===== config.mk =====
export PLATFORM = sky130hd
export DESIGN_NAME = bounding_box_normalizer_top
export DESIGN_NICKNAME = d
export VERILOG_FILES = /design/src/bbn_pkg.sv /design/src/bbn_div.sv /design/src/bbn_dp.sv /design/src/bbn_ctrl.sv /design/src/bounding_box_normalizer_top.sv
export SDC_FILE = /design/constraint.sdc
export NUM_CORES = 2
export LEC_CHECK = 0
export BUFFER_PORTS_ARGS = -buffer_cell sky130_fd_sc_hd__buf_4
export CAP_MARGIN = 15
export CORE_ASPECT_RATIO = 1.75
export CORE_MARGIN = 2
export CORE_UTILIZATION = 30
export DETAILED_ROUTE_END_ITERATION = 8
export PLACE_DENSITY = 0.45
export SYNTH_ARGS = -nofsm -noshare
export SYNTH_HDL_FRONTEND = slang
export SYNTH_SLANG_ARGS = --single-unit
export TNS_END_PERCENT = 5

===== constraint.sdc =====
create_clock -name clk -period 42.2 [get_ports clk]
set_input_delay 0 -clock clk [delete_from_list [all_inputs] [get_ports clk]]
set_output_delay 0 -clock clk [all_outputs]
set_load 0.05 [all_outputs]

===== src/bbn_pkg.sv =====
// ----------------------------------------------------------------------------
// bbn_pkg
// Shared types and constants of the bounding-box normalizer: transaction
// structs, request and status codes, controller states and command bundles.
// ----------------------------------------------------------------------------
`default_nettype none

package bbn_pkg;

    // request codes
    localparam logic [1:0] REQ_CLEAR     = 2'd0;
    localparam logic [1:0] REQ_ADD       = 2'd1;
    localparam logic [1:0] REQ_MAP_POINT = 2'd2;
    localparam logic [1:0] REQ_MAP_DIR   = 2'd3;

    // status codes
    localparam logic [1:0] STAT_OK       = 2'd0;
    localparam logic [1:0] STAT_BAD_AXIS = 2'd1;
    localparam logic [1:0] STAT_EMPTY    = 2'd2;

    // up axis codes
    localparam logic [1:0] AXIS_Y_UP     = 2'd1;
    localparam logic [1:0] AXIS_Z_UP     = 2'd2;

    localparam logic [31:0] ONE_Q16      = 32'h0001_0000;
    localparam logic [31:0] S32_MAX      = 32'h7FFF_FFFF;
    localparam logic [31:0] S32_MIN      = 32'h8000_0000;

    // radix-2 divider: 33 quotient bits, one per cycle
    localparam int          DIV_CNT_W    = 6;
    localparam logic [DIV_CNT_W-1:0] DIV_LAST = 6'd32;

    typedef struct packed {
        logic [1:0]         req_type;
        logic signed [31:0] coord_x;
        logic signed [31:0] coord_y;
        logic signed [31:0] coord_z;
    } in_item_t;

    typedef struct packed {
        logic signed [31:0] out_x;
        logic signed [31:0] out_y;
        logic signed [31:0] out_z;
        logic [1:0]         status;
        logic signed [31:0] center_x;
        logic signed [31:0] center_y;
        logic signed [31:0] center_z;
        logic [31:0]        largest_extent;
    } out_item_t;

    typedef enum logic [2:0] {
        S_IDLE,
        S_BOUNDS,
        S_DERIVE,
        S_SETUP,
        S_DIV_INIT,
        S_DIV,
        S_DONE
    } state_t;

    typedef struct packed {
        logic load_in;
        logic upd_bounds;
        logic derive;
        logic setup;
        logic div_load;
        logic div_step;
        logic finish;
    } dp_cmd_t;

    typedef struct packed {
        logic need_div;
    } dp_stat_t;

endpackage

`default_nettype wire


===== src/bbn_div.sv =====
// ----------------------------------------------------------------------------
// bbn_div
// Three-lane restoring radix-2 divider. Each lane divides |diff| * 2^30 by a
// shared 32-bit divisor, one quotient bit per step, and flags quotients that
// cannot fit in 33 bits.
// ----------------------------------------------------------------------------
`default_nettype none

module bbn_div (
    input  wire logic              clk,
    input  wire logic              load,
    input  wire logic              step,
    input  wire logic [2:0][32:0]  diff,
    input  wire logic [31:0]       divisor,
    output logic      [2:0][32:0]  quot,
    output logic      [2:0]        neg,
    output logic      [2:0]        ovf
);
    import bbn_pkg::*;

    logic [2:0][31:0] rem_reg, rem_next;
    logic [2:0][32:0] qf_reg, qf_next;
    logic [2:0]       neg_reg, neg_next;
    logic [2:0]       ovf_reg, ovf_next;

    logic [2:0][32:0] mag;
    logic [2:0][32:0] trial;
    logic [2:0][32:0] trial_sub;

    always_comb
    begin
        rem_next = rem_reg;
        qf_next  = qf_reg;
        neg_next = neg_reg;
        ovf_next = ovf_reg;
        for (int l = 0; l < 3; l++)
        begin
            mag[l]       = diff[l][32] ? (33'd0 - diff[l]) : diff[l];
            // shifted remainder with the next dividend bit brought in
            trial[l]     = {rem_reg[l], qf_reg[l][32]};
            trial_sub[l] = trial[l] - {1'b0, divisor};
            if (load)
            begin
                neg_next[l] = diff[l][32];
                // dividend bits above bit 32 already reach the divisor
                ovf_next[l] = {2'b00, mag[l][32:3]} >= divisor;
                rem_next[l] = {2'b00, mag[l][32:3]};
                qf_next[l]  = {mag[l][2:0], 30'd0};
            end
            else if (step)
            begin
                if (trial[l] >= {1'b0, divisor})
                begin
                    rem_next[l] = trial_sub[l][31:0];
                    qf_next[l]  = {qf_reg[l][31:0], 1'b1};
                end
                else
                begin
                    rem_next[l] = trial[l][31:0];
                    qf_next[l]  = {qf_reg[l][31:0], 1'b0};
                end
            end
        end
    end

    always_ff @(posedge clk)
    begin
        rem_reg <= rem_next;
        qf_reg  <= qf_next;
        neg_reg <= neg_next;
        ovf_reg <= ovf_next;
    end

    assign quot = qf_reg;
    assign neg  = neg_reg;
    assign ovf  = ovf_reg;

endmodule

`default_nettype wire


===== src/bbn_dp.sv =====
// ----------------------------------------------------------------------------
// bbn_dp
// Datapath: input and configuration registers, per-axis bounds, center and
// extent, the divider lanes, and the output register.
// ----------------------------------------------------------------------------
`default_nettype none

module bbn_dp (
    input  wire logic                clk,
    input  wire logic                rst_n,
    input  wire bbn_pkg::dp_cmd_t    cmd,
    output bbn_pkg::dp_stat_t        stat,
    input  wire bbn_pkg::in_item_t   in_data,
    input  wire logic                cfg_we,
    input  wire logic [1:0]          cfg_data,
    output bbn_pkg::out_item_t       out_data
);
    import bbn_pkg::*;

    in_item_t         in_reg, in_next;
    logic [1:0]       up_axis_reg, up_axis_next;
    logic [2:0][31:0] low_reg, low_next;
    logic [2:0][31:0] high_reg, high_next;
    logic             seen_reg, seen_next;
    logic [2:0][31:0] center_reg, center_next;
    logic [2:0][31:0] extent_reg, extent_next;
    logic [31:0]      ext_reg, ext_next;
    logic [2:0][32:0] diff_reg, diff_next;
    logic             need_div_reg, need_div_next;
    out_item_t        out_reg, out_next;

    logic [2:0][31:0] coord;
    logic [2:0][32:0] sum;
    logic [31:0]      ext_xy;
    logic [31:0]      divisor;
    logic [2:0][32:0] quot;
    logic [2:0]       q_neg;
    logic [2:0]       q_ovf;
    logic [2:0][31:0] res;
    logic [1:0]       status_c;
    logic             axis_ok;
    logic             swap;

    assign coord[0] = in_reg.coord_x;
    assign coord[1] = in_reg.coord_y;
    assign coord[2] = in_reg.coord_z;

    assign axis_ok = (up_axis_reg == AXIS_Y_UP) || (up_axis_reg == AXIS_Z_UP);
    assign divisor = (ext_reg == 32'd0) ? ONE_Q16 : ext_reg;

    bbn_div u_div (
        .clk     (clk),
        .load    (cmd.div_load),
        .step    (cmd.div_step),
        .diff    (diff_reg),
        .divisor (divisor),
        .quot    (quot),
        .neg     (q_neg),
        .ovf     (q_ovf)
    );

    always_comb
    begin
        in_next       = in_reg;
        up_axis_next  = up_axis_reg;
        low_next      = low_reg;
        high_next     = high_reg;
        seen_next     = seen_reg;
        center_next   = center_reg;
        extent_next   = extent_reg;
        ext_next      = ext_reg;
        diff_next     = diff_reg;
        need_div_next = need_div_reg;
        out_next      = out_reg;

        if (cmd.load_in)
        begin
            in_next = in_data;
        end
        if (cfg_we)
        begin
            up_axis_next = cfg_data;
        end

        if (cmd.upd_bounds)
        begin
            if (in_reg.req_type == REQ_CLEAR)
            begin
                for (int l = 0; l < 3; l++)
                begin
                    low_next[l]  = S32_MAX;
                    high_next[l] = S32_MIN;
                end
                seen_next = 1'b0;
            end
            else if (in_reg.req_type == REQ_ADD)
            begin
                for (int l = 0; l < 3; l++)
                begin
                    if ($signed(coord[l]) < $signed(low_reg[l]))
                        low_next[l] = coord[l];
                    if ($signed(coord[l]) > $signed(high_reg[l]))
                        high_next[l] = coord[l];
                end
                seen_next = 1'b1;
            end
        end

        for (int l = 0; l < 3; l++)
        begin
            sum[l] = {low_reg[l][31], low_reg[l]} + {high_reg[l][31], high_reg[l]};
        end
        if (cmd.derive)
        begin
            for (int l = 0; l < 3; l++)
            begin
                center_next[l] = sum[l][32:1];
                extent_next[l] = high_reg[l] - low_reg[l];
            end
        end

        ext_xy = (extent_reg[1] > extent_reg[0]) ? extent_reg[1] : extent_reg[0];
        if (cmd.setup)
        begin
            ext_next = (extent_reg[2] > ext_xy) ? extent_reg[2] : ext_xy;
            for (int l = 0; l < 3; l++)
            begin
                diff_next[l] = {coord[l][31], coord[l]} - {center_reg[l][31], center_reg[l]};
            end
            need_div_next = (in_reg.req_type == REQ_MAP_POINT) && axis_ok && seen_reg;
        end

        // result assembly
        if (in_reg.req_type == REQ_MAP_POINT)
        begin
            if (!axis_ok)
                status_c = STAT_BAD_AXIS;
            else if (!seen_reg)
                status_c = STAT_EMPTY;
            else
                status_c = STAT_OK;
        end
        else
        begin
            status_c = STAT_OK;
        end

        for (int l = 0; l < 3; l++)
        begin
            if (need_div_reg)
            begin
                if (q_neg[l])
                begin
                    if (q_ovf[l] || (quot[l] > 33'h0_8000_0000))
                        res[l] = S32_MIN;
                    else
                        res[l] = 32'd0 - quot[l][31:0];
                end
                else
                begin
                    if (q_ovf[l] || (quot[l] > 33'h0_7FFF_FFFF))
                        res[l] = S32_MAX;
                    else
                        res[l] = quot[l][31:0];
                end
            end
            else if (in_reg.req_type == REQ_MAP_DIR)
            begin
                res[l] = coord[l];
            end
            else
            begin
                res[l] = 32'd0;
            end
        end

        swap = ((in_reg.req_type == REQ_MAP_POINT) || (in_reg.req_type == REQ_MAP_DIR))
               && (status_c == STAT_OK) && (up_axis_reg == AXIS_Z_UP);

        if (cmd.finish)
        begin
            if (swap)
            begin
                out_next.out_x = (res[0] == S32_MIN) ? S32_MAX : (32'd0 - res[0]);
                out_next.out_y = res[2];
                out_next.out_z = res[1];
            end
            else
            begin
                out_next.out_x = res[0];
                out_next.out_y = res[1];
                out_next.out_z = res[2];
            end
            out_next.status         = status_c;
            out_next.center_x       = seen_reg ? center_reg[0] : 32'd0;
            out_next.center_y       = seen_reg ? center_reg[1] : 32'd0;
            out_next.center_z       = seen_reg ? center_reg[2] : 32'd0;
            out_next.largest_extent = seen_reg ? ext_reg : 32'd0;
        end
    end

    always_ff @(posedge clk or negedge rst_n)
    begin
        if (!rst_n)
        begin
            up_axis_reg <= AXIS_Y_UP;
            low_reg     <= {3{S32_MAX}};
            high_reg    <= {3{S32_MIN}};
            seen_reg    <= 1'b0;
        end
        else
        begin
            up_axis_reg <= up_axis_next;
            low_reg     <= low_next;
            high_reg    <= high_next;
            seen_reg    <= seen_next;
        end
    end

    always_ff @(posedge clk)
    begin
        in_reg       <= in_next;
        center_reg   <= center_next;
        extent_reg   <= extent_next;
        ext_reg      <= ext_next;
        diff_reg     <= diff_next;
        need_div_reg <= need_div_next;
        out_reg      <= out_next;
    end

    assign stat.need_div = need_div_next;
    assign out_data      = out_reg;

endmodule

`default_nettype wire


===== src/bbn_ctrl.sv =====
// ----------------------------------------------------------------------------
// bbn_ctrl
// Controller: sequences one transaction through bounds update, center and
// extent, division when needed and result load, and owns both handshakes.
// ----------------------------------------------------------------------------
`default_nettype none

module bbn_ctrl (
    input  wire logic              clk,
    input  wire logic              rst_n,
    input  wire logic              in_valid,
    output logic                   in_stall,
    output logic                   out_valid,
    input  wire logic              out_stall,
    input  wire bbn_pkg::dp_stat_t stat,
    output bbn_pkg::dp_cmd_t       cmd
);
    import bbn_pkg::*;

    state_t               state_reg, state_next;
    logic [DIV_CNT_W-1:0] cnt_reg, cnt_next;
    logic                 out_valid_reg, out_valid_next;

    always_comb
    begin
        state_next     = state_reg;
        cnt_next       = cnt_reg;
        out_valid_next = out_valid_reg;
        cmd            = '0;
        in_stall       = 1'b1;

        if (out_valid_reg && !out_stall)
            out_valid_next = 1'b0;

        case (state_reg)
            S_IDLE:
            begin
                in_stall = 1'b0;
                if (in_valid)
                begin
                    cmd.load_in = 1'b1;
                    state_next  = S_BOUNDS;
                end
            end
            S_BOUNDS:
            begin
                cmd.upd_bounds = 1'b1;
                state_next     = S_DERIVE;
            end
            S_DERIVE:
            begin
                cmd.derive = 1'b1;
                state_next = S_SETUP;
            end
            S_SETUP:
            begin
                cmd.setup  = 1'b1;
                state_next = stat.need_div ? S_DIV_INIT : S_DONE;
            end
            S_DIV_INIT:
            begin
                cmd.div_load = 1'b1;
                cnt_next     = '0;
                state_next   = S_DIV;
            end
            S_DIV:
            begin
                cmd.div_step = 1'b1;
                cnt_next     = cnt_reg + 1'b1;
                if (cnt_reg == DIV_LAST)
                    state_next = S_DONE;
            end
            S_DONE:
            begin
                if (!out_valid_reg || !out_stall)
                begin
                    cmd.finish     = 1'b1;
                    out_valid_next = 1'b1;
                    state_next     = S_IDLE;
                end
            end
            default:
            begin
                state_next = S_IDLE;
            end
        endcase
    end

    always_ff @(posedge clk or negedge rst_n)
    begin
        if (!rst_n)
        begin
            state_reg     <= S_IDLE;
            cnt_reg       <= '0;
            out_valid_reg <= 1'b0;
        end
        else
        begin
            state_reg     <= state_next;
            cnt_reg       <= cnt_next;
            out_valid_reg <= out_valid_next;
        end
    end

    assign out_valid = out_valid_reg;

    a_no_overwrite: assert property (@(posedge clk) disable iff (!rst_n)
        cmd.finish |-> !(out_valid_reg && out_stall))
        else $error("result register loaded while a result is stalled");

    a_finish_shows: assert property (@(posedge clk) disable iff (!rst_n)
        cmd.finish |=> out_valid_reg)
        else $error("finished transaction not presented");

    a_accept_starts: assert property (@(posedge clk) disable iff (!rst_n)
        (in_valid && !in_stall) |=> (state_reg == S_BOUNDS))
        else $error("accepted transaction did not start");

    a_div_count: assert property (@(posedge clk) disable iff (!rst_n)
        (state_reg == S_DIV) |-> (cnt_reg <= DIV_LAST))
        else $error("divider step count out of range");

endmodule

`default_nettype wire


===== src/bounding_box_normalizer_top.sv =====
// An accepted transaction goes through the bounds, derive and setup states
// before its result is loaded. A map point request with a valid up axis and
// a non-empty box also goes through the radix-2 divider: a load step and then
// 33 steps that each produce one quotient bit for all three axes at once. One
// transaction is in flight at a time. The next one is accepted as soon as the
// previous result sits in the output register, even while that result is still
// stalled; a new result then waits in the done state until the last is taken.
// The up_axis register is written through the cfg channel, which is always ready.
// ----------------------------------------------------------------------------
// bounding_box_normalizer_top
// Axis-aligned bounding-box normalizer on signed Q16.16 coordinates.
// ----------------------------------------------------------------------------
`default_nettype none

module bounding_box_normalizer_top (
    input  wire logic                clk,
    input  wire logic                rst_n,
    input  wire logic                in_valid,
    output logic                     in_stall,
    input  wire bbn_pkg::in_item_t   in_data,
    output logic                     out_valid,
    input  wire logic                out_stall,
    output bbn_pkg::out_item_t       out_data,
    input  wire logic                cfg_valid,
    output logic                     cfg_ready,
    input  wire logic [1:0]          cfg_data
);
    import bbn_pkg::*;

    dp_cmd_t  cmd;
    dp_stat_t stat;

    assign cfg_ready = 1'b1;

    bbn_ctrl u_ctrl (
        .clk       (clk),
        .rst_n     (rst_n),
        .in_valid  (in_valid),
        .in_stall  (in_stall),
        .out_valid (out_valid),
        .out_stall (out_stall),
        .stat      (stat),
        .cmd       (cmd)
    );

    bbn_dp u_dp (
        .clk      (clk),
        .rst_n    (rst_n),
        .cmd      (cmd),
        .stat     (stat),
        .in_data  (in_data),
        .cfg_we   (cfg_valid && cfg_ready),
        .cfg_data (cfg_data),
        .out_data (out_data)
    );

endmodule

`default_nettype wire


==> results.py <==
metrics = {
    "setup_path": {
        "critical_path.most_common_cell": "o21a_1",
        "crit_path_top_delay_cell": "buf_4",
        "crit_type": "reg2reg",
        "cpPeakStageDelay_ns": 0.51,
        "worstSetupEndpointType": "register",
        "critPathMaxFanout": 28,
        "crit_path_start_kind": "register",
        "cp_data_required_time_ns": 42.73,
        "arrival_ns": 6.69,
    },
    "drt": {
        "wire_per_inst_um": 25.43,
        "drtAntennaViolNets": 0,
        "num_vias": 59000,
        "routed_wl_um": 281900,
        "drt_iter0_drc": 4055,
        "drt_first_pass_iters": 6,
        "drc_errors": 0,
        "via_per_inst": 5.321,
    },
    "synth": {
        "dominantRegCellSynth": "edfxtp_1",
        "yosys.area.top_type_share_pct": 31.41,
        "synth-xor-area-share_pct": 5.628,
        "synth_area_leaders": "edfxtp_1, ha_1, xnor2_1, dfrtp_1, a21oi_1",
        "ys_seq_area_share_pct": 41.41,
        "synthesis.area_um2": 71900,
        "yosys.area_share.simple_pct": 14.79,
        "syn_inst": 7448,
        "ys_types": 106,
        "synth-adder-area-share_pct": 13.16,
        "synth_seq_cells": 1054,
        "synth_top_family_by_area": "compound AO/OA/AOI/OAI gates",
        "synthMuxAreaShare_pct": 2.181,
        "synth_largest_area_cell": "edfxtp_1",
        "synth_fp_nets": 8302,
        "synth_edf_count": 752,
        "synth_compound_area_share_pct": 18.07,
        "yosysWarnings": 0,
        "async_reset_ff_share_pct": 19.45,
        "avgSynthCellArea_um2": 9.653,
    },
    "die": {
        "dieHeight_um": 651.6,
        "ios": 334,
        "dieArea_um2": 243700,
        "rows": 237,
        "dieWidth_um": 374.1,
        "core_um2": 238100,
        "start_util_pct": 30.19,
    },
    "clock_network": {
        "clock_tree.htree_level_count": 3,
        "cts_hold_buffers": 207,
        "cts_setup_buffers": 0,
        "ctsResizeCount": 0,
        "clockBufferDepth": 3,
        "numCtsBuffers": 114,
        "root_buffer": "clkbuf_16",
        "cts.sink_count": 1054,
        "clk_latency_ns": 0.79,
        "cts_tree": "done",
        "cts.clk_slew.worst_paths_ns": 0.07,
    },
    "grt": {
        "grt_remaining_overflow": 0,
        "antenna_found_initial": 10,
        "grt_max_degree": 165,
        "grt_pass1_wl_um": 405000,
        "grt_usage_pct": 22.45,
        "grt_pass1_vias": 59130,
    },
    "sta": {
        "fin_setup_tns_ns": 0,
        "worstMarginPinSlew_ns": 1.159,
        "fmax_mhz": 162.3,
        "hold_viol_final": 0,
        "final_max_slew_viol_count": 0,
        "slew_headroom_pct": 22.15,
        "setup_viol": 0,
        "clock_skew_ns": 0.04119,
        "period_share_pct": 14.60,
        "rsz0062_at_grt": "no",
        "fin_crit_ns": 6.160,
    },
    "min_path": {
        "hp-class": "in2async",
    },
    "cells_and_area": {
        "multiInputGateArea_um2": 38880,
        "layout.nets": 8725,
        "fillers": 24140,
        "seq_area_um2": 29780,
        "largest_reg_flops": 226,
        "syn2layout_area_growth_pct": 16.73,
        "drive_gt1_share_pct": 10.35,
    },
    "power_and_ir_drop": {
        "powerDensity_nw_per_um2": 98.63,
        "ir_drop_mv": 0.05533,
        "p_leak_nw": 35.56,
        "report.power.total_w": 0.008277,
    },
    "placed_design": {
        "dpl.hpwl_um": 218300,
        "numPortBuffers": 332,
        "gp_congestion": 0.9148,
    },
    "flow_run": {
        "drv_cap": 0,
    },
    "outcome": {
        "status": "completed",
    },
}
==> where the power goes <==
part           internal [W]  switching [W]  total [W]
clock              0.000596       0.000477    0.00107
sequential          0.00179       0.000415    0.00221
combinational       0.00185        0.00314    0.00500
==> through the flow <==
step                cell area, um^2  instances  worst slack (ns)  hold slack (ns)  utilization [%]
floorplan                     71900       7448             27.20          -0.2956                -
global placement              77900      10650             35.94          0.07597            32.71
detailed placement            77900      10650             36.02          0.08414            32.71
CTS                           83870      11080             35.99          0.07141            35.22
global route                  83910      11080             35.70           0.1284            35.24
finish                        83920      11090             36.04           0.1081            35.24
==> synth_stat cells (80+ instances only) <==
cell type and n:
edfxtp_1 752, ha_1 737, nand2_1 628, inv_1 566
a21oi_1 537, nor2_1 519, o21ai_0 357, xnor2_1 354
clkbuf_1 271, a21o_1 232, nand3_1 174, and2_1 153
mux2i_1 142, nor3_1 120, dfrtp_1 108, xor2_1 108
a22o_1 103, dfstp_2 97, dfxtp_1 97, nand4_1 96
nor2b_1 95, nand2b_1 80, o21a_1 80
==> worst max-delay path, delay by kind of cell, from the launching register on <==
| kind | cells | cell delay, ns |
|---|---|---|
| fa+ha+maj | 2 | 0.60 |
| mux | 2 | 0.65 |
| simple gates | 2 | 0.27 |
| compound gates | 17 | 3.16 |
| flops | 1 | 0.40 |
| buf+inv | 2 | 0.81 |
==> final cells by class <==
class | count | share of cell area [%]
well taps | 3107 | 4.632
clock buffers | 160 | 3.821
flip-flops and latches | 1054 | 35.49
diodes | 8 | 0.02385
multi-input cells | 5501 | 46.34
inverters | 569 | 2.551
clock inverters | 58 | 0.8006
repair buffers | 631 | 6.345
==> logic make-up (layout without fill, tap and decap cells) <==
family	count (synthesis)	after routing
AO/OA/AOI/OAI	1969	1969
XOR/XNOR	462	462
adder cells (fa/ha/maj)	749	749
buffers and inverters	893	1418
flip-flops	1054	1054
multiplexers	155	155
other	1	9
AND/OR/NAND/NOR	2165	2165
==> routing by layer <==
| layer | global-route usage (%) | vias to the layer above | share of wire [%] |
|---|---|---|---|
| met2 | 40.54 | 1604 | 50 |
| li1 | - | 27940 | - |
| met5 | 0 | - | 0.0025 |
| met3 | 2.246 | 412 | 3.9 |
| met4 | 10.88 | 2 | 5.4 |
| met1 | 26.41 | 29050 | 40 |
==> cell usage in the layout, fill, tap and decap left out, types with 173 or more instances in the layout <==
master and instances:
edfxtp_1 752, nand2_1 626, xnor2_1 354, buf_4 420, inv_1 565, o21ai_0 357, a21o_1 232, ha_1 737
a21oi_1 535, nand3_1 173, dlygate4sd3_1 206, nor2_1 515
==> worst paths after layout <==
| check | endpoint | start | cells past startpoint | slack, ns |
|---|---|---|---|---|
| hold reg to reg | u_dp.u_div.rem_reg[95] | u_dp.u_div.rem_reg[95] | 2 | 0.49 |
| setup reg to reg | u_dp.ext_reg[0] | u_dp.extent_reg[33] | 25 | 36.04 |
| setup / recovery | u_dp.ext_reg[0] | u_dp.extent_reg[33] | 25 | 36.04 |
| hold / removal | u_dp.low_reg[40] | rst_n | 2 | 0.11 |
| max in group asynchronous | u_dp.high_reg[15] | rst_n | 3 | 41.03 |
| min in group clk | u_ctrl.out_valid | out_stall | 4 | 0.15 |
No activity file was read; power rests on OpenSTA's default activity.
